`config.mk`:
```
export PLATFORM = sky130hd
export DESIGN_NAME = i2cbc_front
export DESIGN_NICKNAME = d
export VERILOG_FILES = /design/src/sv/i2cbc_pkg.sv /design/src/sv/i2cbc_front.sv
export SDC_FILE = /design/constraint.sdc
export NUM_CORES = 1
export LEC_CHECK = 0
export BUFFER_PORTS_ARGS = -buffer_cell sky130_fd_sc_hd__buf_2
export CAP_MARGIN = 20
export CORE_MARGIN = 2
export CORE_UTILIZATION = 36
export DETAILED_ROUTE_END_ITERATION = 12
export GPL_ROUTABILITY_DRIVEN = 0
export PLACE_DENSITY = 0.72
export SLEW_MARGIN = 20
export SYNTH_ARGS = -nofsm -noshare
export SYNTH_HDL_FRONTEND = slang
export SYNTH_SLANG_ARGS = --single-unit
```
`constraint.sdc`:
```
create_clock -name clock -period 1.36 [get_ports clock]
set_clock_uncertainty 0.15 [all_clocks]
set_input_delay 0.272 -clock clock [delete_from_list [all_inputs] [get_ports clock]]
set_output_delay 0.272 -clock clock [all_outputs]
set_load 0.03 [all_outputs]
```
`src/sv/i2cbc_pkg.sv`:
```
// ----------------------------------------------------------------------------
// i2cbc_pkg
// Shared types and constants for the I2C bus capture block.
// ----------------------------------------------------------------------------
`default_nettype none

package i2cbc_pkg;

   localparam int DATA_BITS = 8;
   localparam int BITCNT_W  = $clog2(DATA_BITS + 1);
   localparam int FIELD_W   = 5;

   typedef enum logic [1:0] {
      FUNC_SCL_RISE = 2'd0,
      FUNC_SDA_EDGE = 2'd1,
      FUNC_READ     = 2'd2,
      FUNC_IDLE     = 2'd3
   } func_type;

   typedef enum logic [2:0] {
      KIND_NOP,
      KIND_SHIFT,
      KIND_SDA_HIGH,
      KIND_SDA_LOW,
      KIND_READ
   } kind_type;

   typedef struct packed {
      kind_type             kind;
      logic                 sda_bit;
      logic [FIELD_W-1:0]   read_frame;
      logic [FIELD_W-1:0]   read_byte;
      logic                 frame_ok;
      logic                 byte_ok;
   } item_type;

endpackage

`default_nettype wire

```
`src/sv/i2cbc_front.sv`:
```
// ----------------------------------------------------------------------------
// i2cbc_front
// Accepts request transfers, classifies the bus event and range-checks reads.
// ----------------------------------------------------------------------------
`default_nettype none

module i2cbc_front #(
   parameter int FRAMES          = 32,
   parameter int BYTES_PER_FRAME = 32
) (
   input  wire logic                 clock,
   input  wire logic                 reset,
   input  wire logic                 req_tvalid,
   output logic                      req_tready,
   input  wire logic [15:0]          req_tdata,
   input  wire logic [1:0]           req_tuser,
   output logic                      item_valid,
   input  wire logic                 item_ready,
   output i2cbc_pkg::item_type       item
);

   logic                 valid_ff;
   i2cbc_pkg::item_type  item_ff;
   i2cbc_pkg::item_type  item_in;
   logic                 scl;

   assign scl = req_tdata[0];

   always_comb begin
      item_in.sda_bit    = req_tdata[1];
      item_in.read_frame = req_tdata[6:2];
      item_in.read_byte  = req_tdata[11:7];
      item_in.frame_ok   = int'(req_tdata[6:2]) < FRAMES;
      item_in.byte_ok    = int'(req_tdata[11:7]) < BYTES_PER_FRAME;
      unique case (i2cbc_pkg::func_type'(req_tuser))
         i2cbc_pkg::FUNC_SCL_RISE: item_in.kind = i2cbc_pkg::KIND_SHIFT;
         i2cbc_pkg::FUNC_SDA_EDGE: begin
            if (!scl) begin
               item_in.kind = i2cbc_pkg::KIND_NOP;
            end else if (req_tdata[1]) begin
               item_in.kind = i2cbc_pkg::KIND_SDA_HIGH;
            end else begin
               item_in.kind = i2cbc_pkg::KIND_SDA_LOW;
            end
         end
         i2cbc_pkg::FUNC_READ:     item_in.kind = i2cbc_pkg::KIND_READ;
         i2cbc_pkg::FUNC_IDLE:     item_in.kind = i2cbc_pkg::KIND_NOP;
         default:                  item_in.kind = i2cbc_pkg::KIND_NOP;
      endcase
   end

   assign req_tready = !valid_ff || item_ready;
   assign item_valid = valid_ff;
   assign item       = item_ff;

   always_ff @(posedge clock) begin
      if (reset) begin
         valid_ff <= 1'b0;
      end else if (req_tvalid && req_tready) begin
         valid_ff <= 1'b1;
      end else if (item_ready) begin
         valid_ff <= 1'b0;
      end
      if (req_tvalid && req_tready) begin
         item_ff <= item_in;
      end
   end

endmodule

`default_nettype wire

```
==> impl_metrics.toml <==
[outcome]
status = "completed"

[timing]
rsz0062_at_grt = "no"
finalSetupViolCount = 0
slew_viol_final = 0
fin_crit_ns = 1.291
finalHoldViolCount = 0
max_freq_mhz = 774.9
fin_setup_tns_ns = 0
timing.final.crit_share_pct = 94.89
whs_ns = 0.02330

[drt]
num_vias = 325
wl_per_cell_um = 9.987
firstDrtPassIters = 2
drtIter0Drc = 1
via_per_inst = 4.114
wl_um = 789
route.detailed.drc = 0
ant_nets = 0

[clock_tree]
cts_tree = "yes"
cts.sinks = 15
cts_buffers = 3
htreeDepth = 1
postCtsSetupBuffers = 0
cts_max_path_buffers = 2
cts.clk_slew.worst_paths_ns = 0.08
cts_root_buf = "clkbuf_4"
clk_latency_ns = 0.27

[setup_path]
reg2reg_depth = 2
cp_max_fo = 3
startpoint_type = "flip-flop"
crit_arrival_ns = 0.87
path_class = "reg2out"
reg2reg_slack_ns = 0.25
crit_required_ns = 0.94
r2r-start = "item_valid"
rr_endpoint = "item[6]"
end_kind = "primary output"

[finish]
final_common_cell = "buf_2"
syn_to_final_growth_pct = 40.48
nets = 87
antenna_cells = 0
drive_above_1_share_pct = 62.50
n_fill_cell = 113
stdcell_area_sq_um = 729.5
fin_cells = 79
final_cell_mix = "buf_2 (33), edfxtp_1 (14), clkbuf_4 (3)"

[power_and_ir_drop]
leakagePower_uw = 0.0003300
combPwrFrac_pct = 15.3
p_per_area_nw_per_um2 = 1261
pwr-share-clk_pct = 25.7
seqPwrFrac_pct = 59.0
power.switching_uw = 224.2
switching_share_pct = 24.37
ir_worst_vdd_uv = 713.5
p_int_uw = 695.8

[yosys]
synth-seq-cells = 15
synth_top_area_cell = "edfxtp_1"
synth-warning-count = 0
ys_types = 13
synthCells = 27
seq_area_frac_synth_pct = 84.82
yosys-top-cells-area = "edfxtp_1 (81%), dfxtp_1 (3.9%), buf_4 (2.9%), nand2b_4 (2.7%), a21oi_2 (1.7%)"
synth_top_area_share_pct = 80.96
netlist_area_sq_um = 519.2
syn_avg_cell_area_sq_um = 19.23

[floorplanning]
dieWidth_um = 41.98
io_pins = 40
dieHeight_um = 41.98
rows = 13
dieArea_sq_um = 1762
core_sq_um = 1318
start_util_pct = 39.41

[global_routing]
grt_pass1_wl_mm = 1.200
gr-usage-all-layers_pct = 9.484
first_global_vias = 281
antenna_found_initial = 0
overflow = 0
grt_max_degree = 15

[run]
drv_cap = 0

[worst_hold_path]
hold_end = "item[8]"
whs_path_depth = 1
hold_path_class = "in2reg"
hp-start = "req_tdata[3]"

[place]
dp_hpwl_um = 597.4
dp.cells = 74
io_buffers = 33
placed_area_sq_um = 691.9
[worst max-delay path, cell delays in order, from the launching register on]
cell and delay, ns:
dfxtp_2 0.34, nand2b_4 0.07, buf_2 0.19
[layout make-up]
cell class,count,area [sq um],area share (%)
clock buffers,4,26.28,3.602
inverters,1,3.754,0.5146
multi-input cells,10,63.81,8.748
flip-flops and latches,15,441.7,60.55
well taps,15,18.77,2.573
repair buffers,34,175.2,24.01
[synth_stat cells]
library cell	instances
dfxtp_1	1
nand2_1	1
nor2b_1	1
a21oi_1	1
edfxtp_1	14
buf_4	2
a21oi_2	1
nor2_1	1
nand2b_1	1
inv_1	1
nand2b_4	1
and2_4	1
conb_1	1
[worst max path at each step]
| stage | from | to | slack [ns] | depth (start not counted) |
|---|---|---|---|---|
| 2_1_floorplan | item_valid | item[10] | 0.04 | 2 |
| 3_3_place_gp | item_ready | item[11] | 0.18 | 3 |
| 3_5_place_dp | item_ready | item[2] | 0.17 | 3 |
| 4_1_cts | item_valid | req_tready | 0.03 | 2 |
| 5_1_grt | item_valid | req_tready | 0.03 | 2 |
| 6_report | item_valid | req_tready | 0.07 | 2 |
[cell families after synthesis]
family	share of synthesized area (%)
AND/OR/NAND/NOR	8.193
other	0.7222
AO/OA/AOI/OAI	2.650
flip-flops	84.82
buffers and inverters	3.613
[power groups by stage]
stage | Sequential [uW] | Clock (uW) | Combinational [uW]
3_3_place_gp | 553 | 0 | 138
4_1_cts | 543 | 249 | 142
5_1_grt | 546 | 269 | 150
3_5_place_dp | 554 | 0 | 140
6_report | 543 | 236 | 141
2_1_floorplan | 611 | 0 | 34.2
[per-stage QoR]
step / worst slack (ns) / total power (uW) / util, %
global placement: 0.1796 / 691.0 / 52.52
CTS: 0.02781 / 934.6 / 55.27
floorplan: 0.03516 / 645.3 / -
finish: 0.06947 / 920.0 / 55.37
detailed placement: 0.1680 / 693.6 / 52.52
global route: 0.02749 / 964.6 / 55.37
[metal layers]
metal / track usage, % / part of all wire, % / vias up
li1: - / - / 167
met1: 10.60 / 41 / 135
met2: 15.00 / 47 / 23
met3: 5.172 / 12 / 0
met4: 3.871 / 0 / 0
met5: 0 / 0 / -
[timing repair]
action / in CTS / in global routing
resized for setup: 0 / 1
setup endpoints to repair: 0 / 1
hold buffers: 1 / 0
hold endpoints to repair: 1 / 0
[registers in the layout, indices dropped and copies added (netlist names)]
register    count
item           14
item_valid      1
No activity file was read; power rests on OpenSTA's default activity.
