## src/sv/i2cbc_pkg.sv

```systemverilog
// ----------------------------------------------------------------------------
// i2cbc_pkg
// Shared types and constants for the I2C bus capture block.
// ----------------------------------------------------------------------------
`default_nettype none

package i2cbc_pkg;

   localparam int DATA_BITS = 8;
   localparam int BITCNT_W  = $clog2(DATA_BITS + 1);
   localparam int FIELD_W   = 5;

   typedef enum logic [1:0] {
      FUNC_SCL_RISE = 2'd0,
      FUNC_SDA_EDGE = 2'd1,
      FUNC_READ     = 2'd2,
      FUNC_IDLE     = 2'd3
   } func_type;

   typedef enum logic [2:0] {
      KIND_NOP,
      KIND_SHIFT,
      KIND_SDA_HIGH,
      KIND_SDA_LOW,
      KIND_READ
   } kind_type;

   typedef struct packed {
      kind_type             kind;
      logic                 sda_bit;
      logic [FIELD_W-1:0]   read_frame;
      logic [FIELD_W-1:0]   read_byte;
      logic                 frame_ok;
      logic                 byte_ok;
   } item_type;

endpackage

`default_nettype wire

```

## src/sv/i2cbc_queue.sv

```systemverilog
// ----------------------------------------------------------------------------
// i2cbc_queue
// Two-entry queue of classified items between front and execution.
// ----------------------------------------------------------------------------
`default_nettype none

module i2cbc_queue (
   input  wire logic                 clock,
   input  wire logic                 reset,
   input  wire logic                 in_valid,
   output logic                      in_ready,
   input  wire i2cbc_pkg::item_type  in_item,
   output logic                      out_valid,
   input  wire logic                 out_ready,
   output i2cbc_pkg::item_type       out_item
);

   i2cbc_pkg::item_type  slot_ff [2];
   logic                 wr_ptr_ff;
   logic                 rd_ptr_ff;
   logic [1:0]           fill_ff;
   logic [1:0]           fill_in;
   logic                 push;
   logic                 pop;

   assign in_ready  = fill_ff != 2'd2;
   assign out_valid = fill_ff != 2'd0;
   assign out_item  = slot_ff[rd_ptr_ff];
   assign push      = in_valid && in_ready;
   assign pop       = out_valid && out_ready;

   always_comb begin
      unique case ({push, pop})
         2'b10:   fill_in = fill_ff + 2'd1;
         2'b01:   fill_in = fill_ff - 2'd1;
         default: fill_in = fill_ff;
      endcase
   end

   always_ff @(posedge clock) begin
      if (reset) begin
         wr_ptr_ff <= 1'b0;
         rd_ptr_ff <= 1'b0;
         fill_ff   <= 2'd0;
      end else begin
         fill_ff <= fill_in;
         if (push) begin
            wr_ptr_ff <= !wr_ptr_ff;
         end
         if (pop) begin
            rd_ptr_ff <= !rd_ptr_ff;
         end
      end
      if (push) begin
         slot_ff[wr_ptr_ff] <= in_item;
      end
   end

endmodule

`default_nettype wire

```

## config.mk

```make
export PLATFORM = sky130hd
export DESIGN_NAME = i2cbc_queue
export DESIGN_NICKNAME = d
export VERILOG_FILES = /design/src/sv/i2cbc_pkg.sv /design/src/sv/i2cbc_queue.sv
export SDC_FILE = /design/constraint.sdc
export NUM_CORES = 1
export LEC_CHECK = 0
export BUFFER_PORTS_ARGS = -buffer_cell sky130_fd_sc_hd__buf_2
export CAP_MARGIN = 20
export CELL_PAD_IN_SITES_DETAIL_PLACEMENT = 1
export CELL_PAD_IN_SITES_GLOBAL_PLACEMENT = 1
export CORE_MARGIN = 4
export CORE_UTILIZATION = 41
export DETAILED_ROUTE_END_ITERATION = 8
export PLACE_DENSITY_LB_ADDON = 0.1
export SYNTH_ARGS = -nofsm -noshare
export SYNTH_HDL_FRONTEND = slang
export SYNTH_SLANG_ARGS = --single-unit
```

## constraint.sdc

```tcl
create_clock -name clock -period 2.05 [get_ports clock]
set_input_delay 0.1025 -clock clock [delete_from_list [all_inputs] [get_ports clock]]
set_output_delay 0.1025 -clock clock [all_outputs]
set_load 0.005 [all_outputs]
```

==> flow_summary.toml <==
[run_status]
status = "finished, final reports clean"

[placed_design]
port_buffers = 37
post-dp-hpwl_um = 1900
gp_congestion = 0.706
dp.cells = 157

[yosys]
postSynthCellCount = 74
synthXorXnorAreaFrac_pct = 1.91
synth-simple-area-share_pct = 3.46
syn_area_per_cell_um2 = 18.6
synth_seq_cells = 37
synth_compound_area_share_pct = 2.37
ys_warn_count = 0
synth.cell_area_mm2 = 0.00137
ys_types = 19
synthMuxAreaShare_pct = 13.1
synth_top_family_by_area = "multiplexers"
ys_seq_area_share_pct = 77.2
synth_fp_nets = 95
yosys.area_share.adder_pct = 0.911

[global_route]
grt_overflow = 0
track_usage_pct = 14.8
grt_first_pass_wirelength_um = 4520
first_global_vias = 947
antenna_found_initial = 0
grt_max_degree = 13

[sta]
rsz0062_at_grt = "false"
fmax_ghz = 0.555
maxSlewViolCount = 0
tightest_slew_ps = 456
finalHoldViolCount = 0
slew-limit-headroom_pct = 69.5
fin_crit_sh_pct = 87.8
setup_tns_ps = 0
finClkSkew_ps = 6.01
setup_viol = 0
min_period_ps = 1800

[clocking]
cts_buffers = 5
clock_sink_count = 37
clk_pin_slew_ps = 100
clk_latency_ps = 340
cts_root_buffer = "clkbuf_4"
cts.htree.levels = 2
clock_path_buffers = 2
cts_tree = "yes"

[floorplan]
die_x_um = 65.9
die_area_mm2 = 0.00434
coreArea_mm2 = 0.00313
rows = 20
io_pins = 38
start_util_pct = 43.9
die_h_um = 65.9

[drt]
drtIter0Drc = 18
drc = 0
vias_per_cell = 4.67
drt-wirelength-per-cell_um = 15.0
vias = 850
postRouteAntennaNets = 0
drt-total-wl_um = 2720
drt_first_pass_iters = 3

[critical_path]
arrival_ps = 1700
worst-path-max-fanout = 9
path_class = "flop to primary output"
crit_slowest_cell = "dfxtp_1"
path_cells = "buf_4 -> mux2_2 -> buf_2"
slowest_delay_ps = 620
required_ps = 1950
cp-end-kind = "primary output"
worst-path-buf-inv = 2
cp_top_family = "flip-flops"
start_kind = "flop"

[cells_and_area]
antenna_cells = 0
finalNonFillerCells = 182
layout_commonest_cell = "buf_2"
final_nets = 158
drive_gt1_share_pct = 47.1
area_growth_pct = 36.8
layout_common_cells = "37 x buf_2, 32 x edfxtp_1, 17 x dlygate4sd3_1"

[power_and_ir_drop]
cellLeakagePower_nw = 0.732
power.density_mw_per_mm2 = 1120
peakVddDrop_uv = 531

[min_path]
worstHoldPathType = "primary input to flop"

[run]
drv_cap = 0
==> power breakdown <==
group	leakage [nW]	total, W	internal, W	switching [W]
logic	0.352	0.000585	0.000330	0.000255
registers	0.341	0.00103	0.000958	0.0000755
clock network	0.0399	0.000481	0.000254	0.000227
total	0.732	0.00210	0.00154	0.000557
==> flip-flops by register name, indices dropped and copies added, names as in the netlist, named ones only <==
register,count
fill_ff,2
rd_ptr_ff,1
slot_ff,32
wr_ptr_ff,1
==> final cells by class <==
class                           count  area (um2)
Fill cell                         307        1250
Tap cell                           44        55.1
Clock buffer                        6        41.3
Sequential cell                    37        1060
Multi-Input combinational cell     34         299
Inverter                            1        3.75
Timing Repair Buffer               58         385
Clock inverter                      2        33.8
==> what timing repair did <==
| action | CTS | global route |
|---|---|---|
| hold buffers | 17 | 0 |
| endpoints found under the hold margin | 37 | 0 |
| setup endpoints to repair | 0 | 0 |
| resized for setup | 0 | 0 |
| buffers inserted | 0 | 0 |
==> synthesized netlist by cell type <==
| cell type | number | area [um2] |
|---|---|---|
| or3_1 | 1 | 6.26 |
| a21oi_1 | 2 | 10.0 |
| nand3b_1 | 1 | 7.51 |
| and3_1 | 1 | 6.26 |
| nor2_1 | 3 | 11.3 |
| o21a_1 | 1 | 7.51 |
| o21ai_0 | 1 | 5.00 |
| dfxtp_1 | 5 | 100 |
| buf_2 | 2 | 10.0 |
| xnor2_1 | 2 | 17.5 |
| a21bo_2 | 1 | 10.0 |
| mux2_2 | 16 | 180 |
| ha_1 | 1 | 12.5 |
| nand2b_1 | 1 | 6.26 |
| xor2_1 | 1 | 8.76 |
| inv_1 | 1 | 3.75 |
| nand2_1 | 1 | 3.75 |
| or2_2 | 1 | 6.26 |
| edfxtp_1 | 32 | 961 |
==> logic make-up (layout without fill, tap and decap cells) <==
| kind of cell | count (synthesis) | in the layout |
|---|---|---|
| DFF | 37 | 37 |
| and+or+nand+nor | 9 | 9 |
| adders and majority gates | 1 | 1 |
| muxes | 16 | 16 |
| xor gates and xnor gates | 3 | 3 |
| AOI/OAI and AO/OA | 5 | 5 |
| buffers and inverters | 3 | 67 |
==> metrics by stage <==
step           utilization (%)  power [W]  setup WS, ps  instance area (um2)  hold slack, ps
3_5_place_dp              52.2    0.00162           453                 1630             294
2_1_floorplan                -    0.00137           564                 1370             172
4_1_cts                   60.1    0.00213           208                 1880            69.0
6_report                  60.1    0.00210           249                 1880            93.8
5_1_grt                   60.1    0.00223           171                 1880            85.3
3_3_place_gp              52.2    0.00159           557                 1630             291
==> final timing paths <==
| path | endpoint | start | slack [ps] | cells past startpoint |
|---|---|---|---|---|
| hold reg to reg | flop | rd_ptr_ff | 530 | 2 |
| setup / recovery | out_item[10] | flop | 250 | 3 |
| hold / removal | wr_ptr_ff | in_valid | 90 | 3 |
| setup reg to reg | fill_ff[1] | fill_ff[0] | 430 | 5 |
==> worst reg2reg max path: stages (launching register included) <==
cell and delay, ps:
dfxtp_1 420, nand2b_1 220, nand2_1 90, ha_1 330
or3_1 360, a21oi_1 140
==> metal layers <==
layer,share of wire [%],track usage [%],vias to the layer above
met3,5.6,4.59,8
met5,0,0,-
met4,2.9,9.33,0
met1,39,16.3,413
met2,52,24.8,26
li1,-,-,403
No activity file was read; power rests on OpenSTA's default activity.
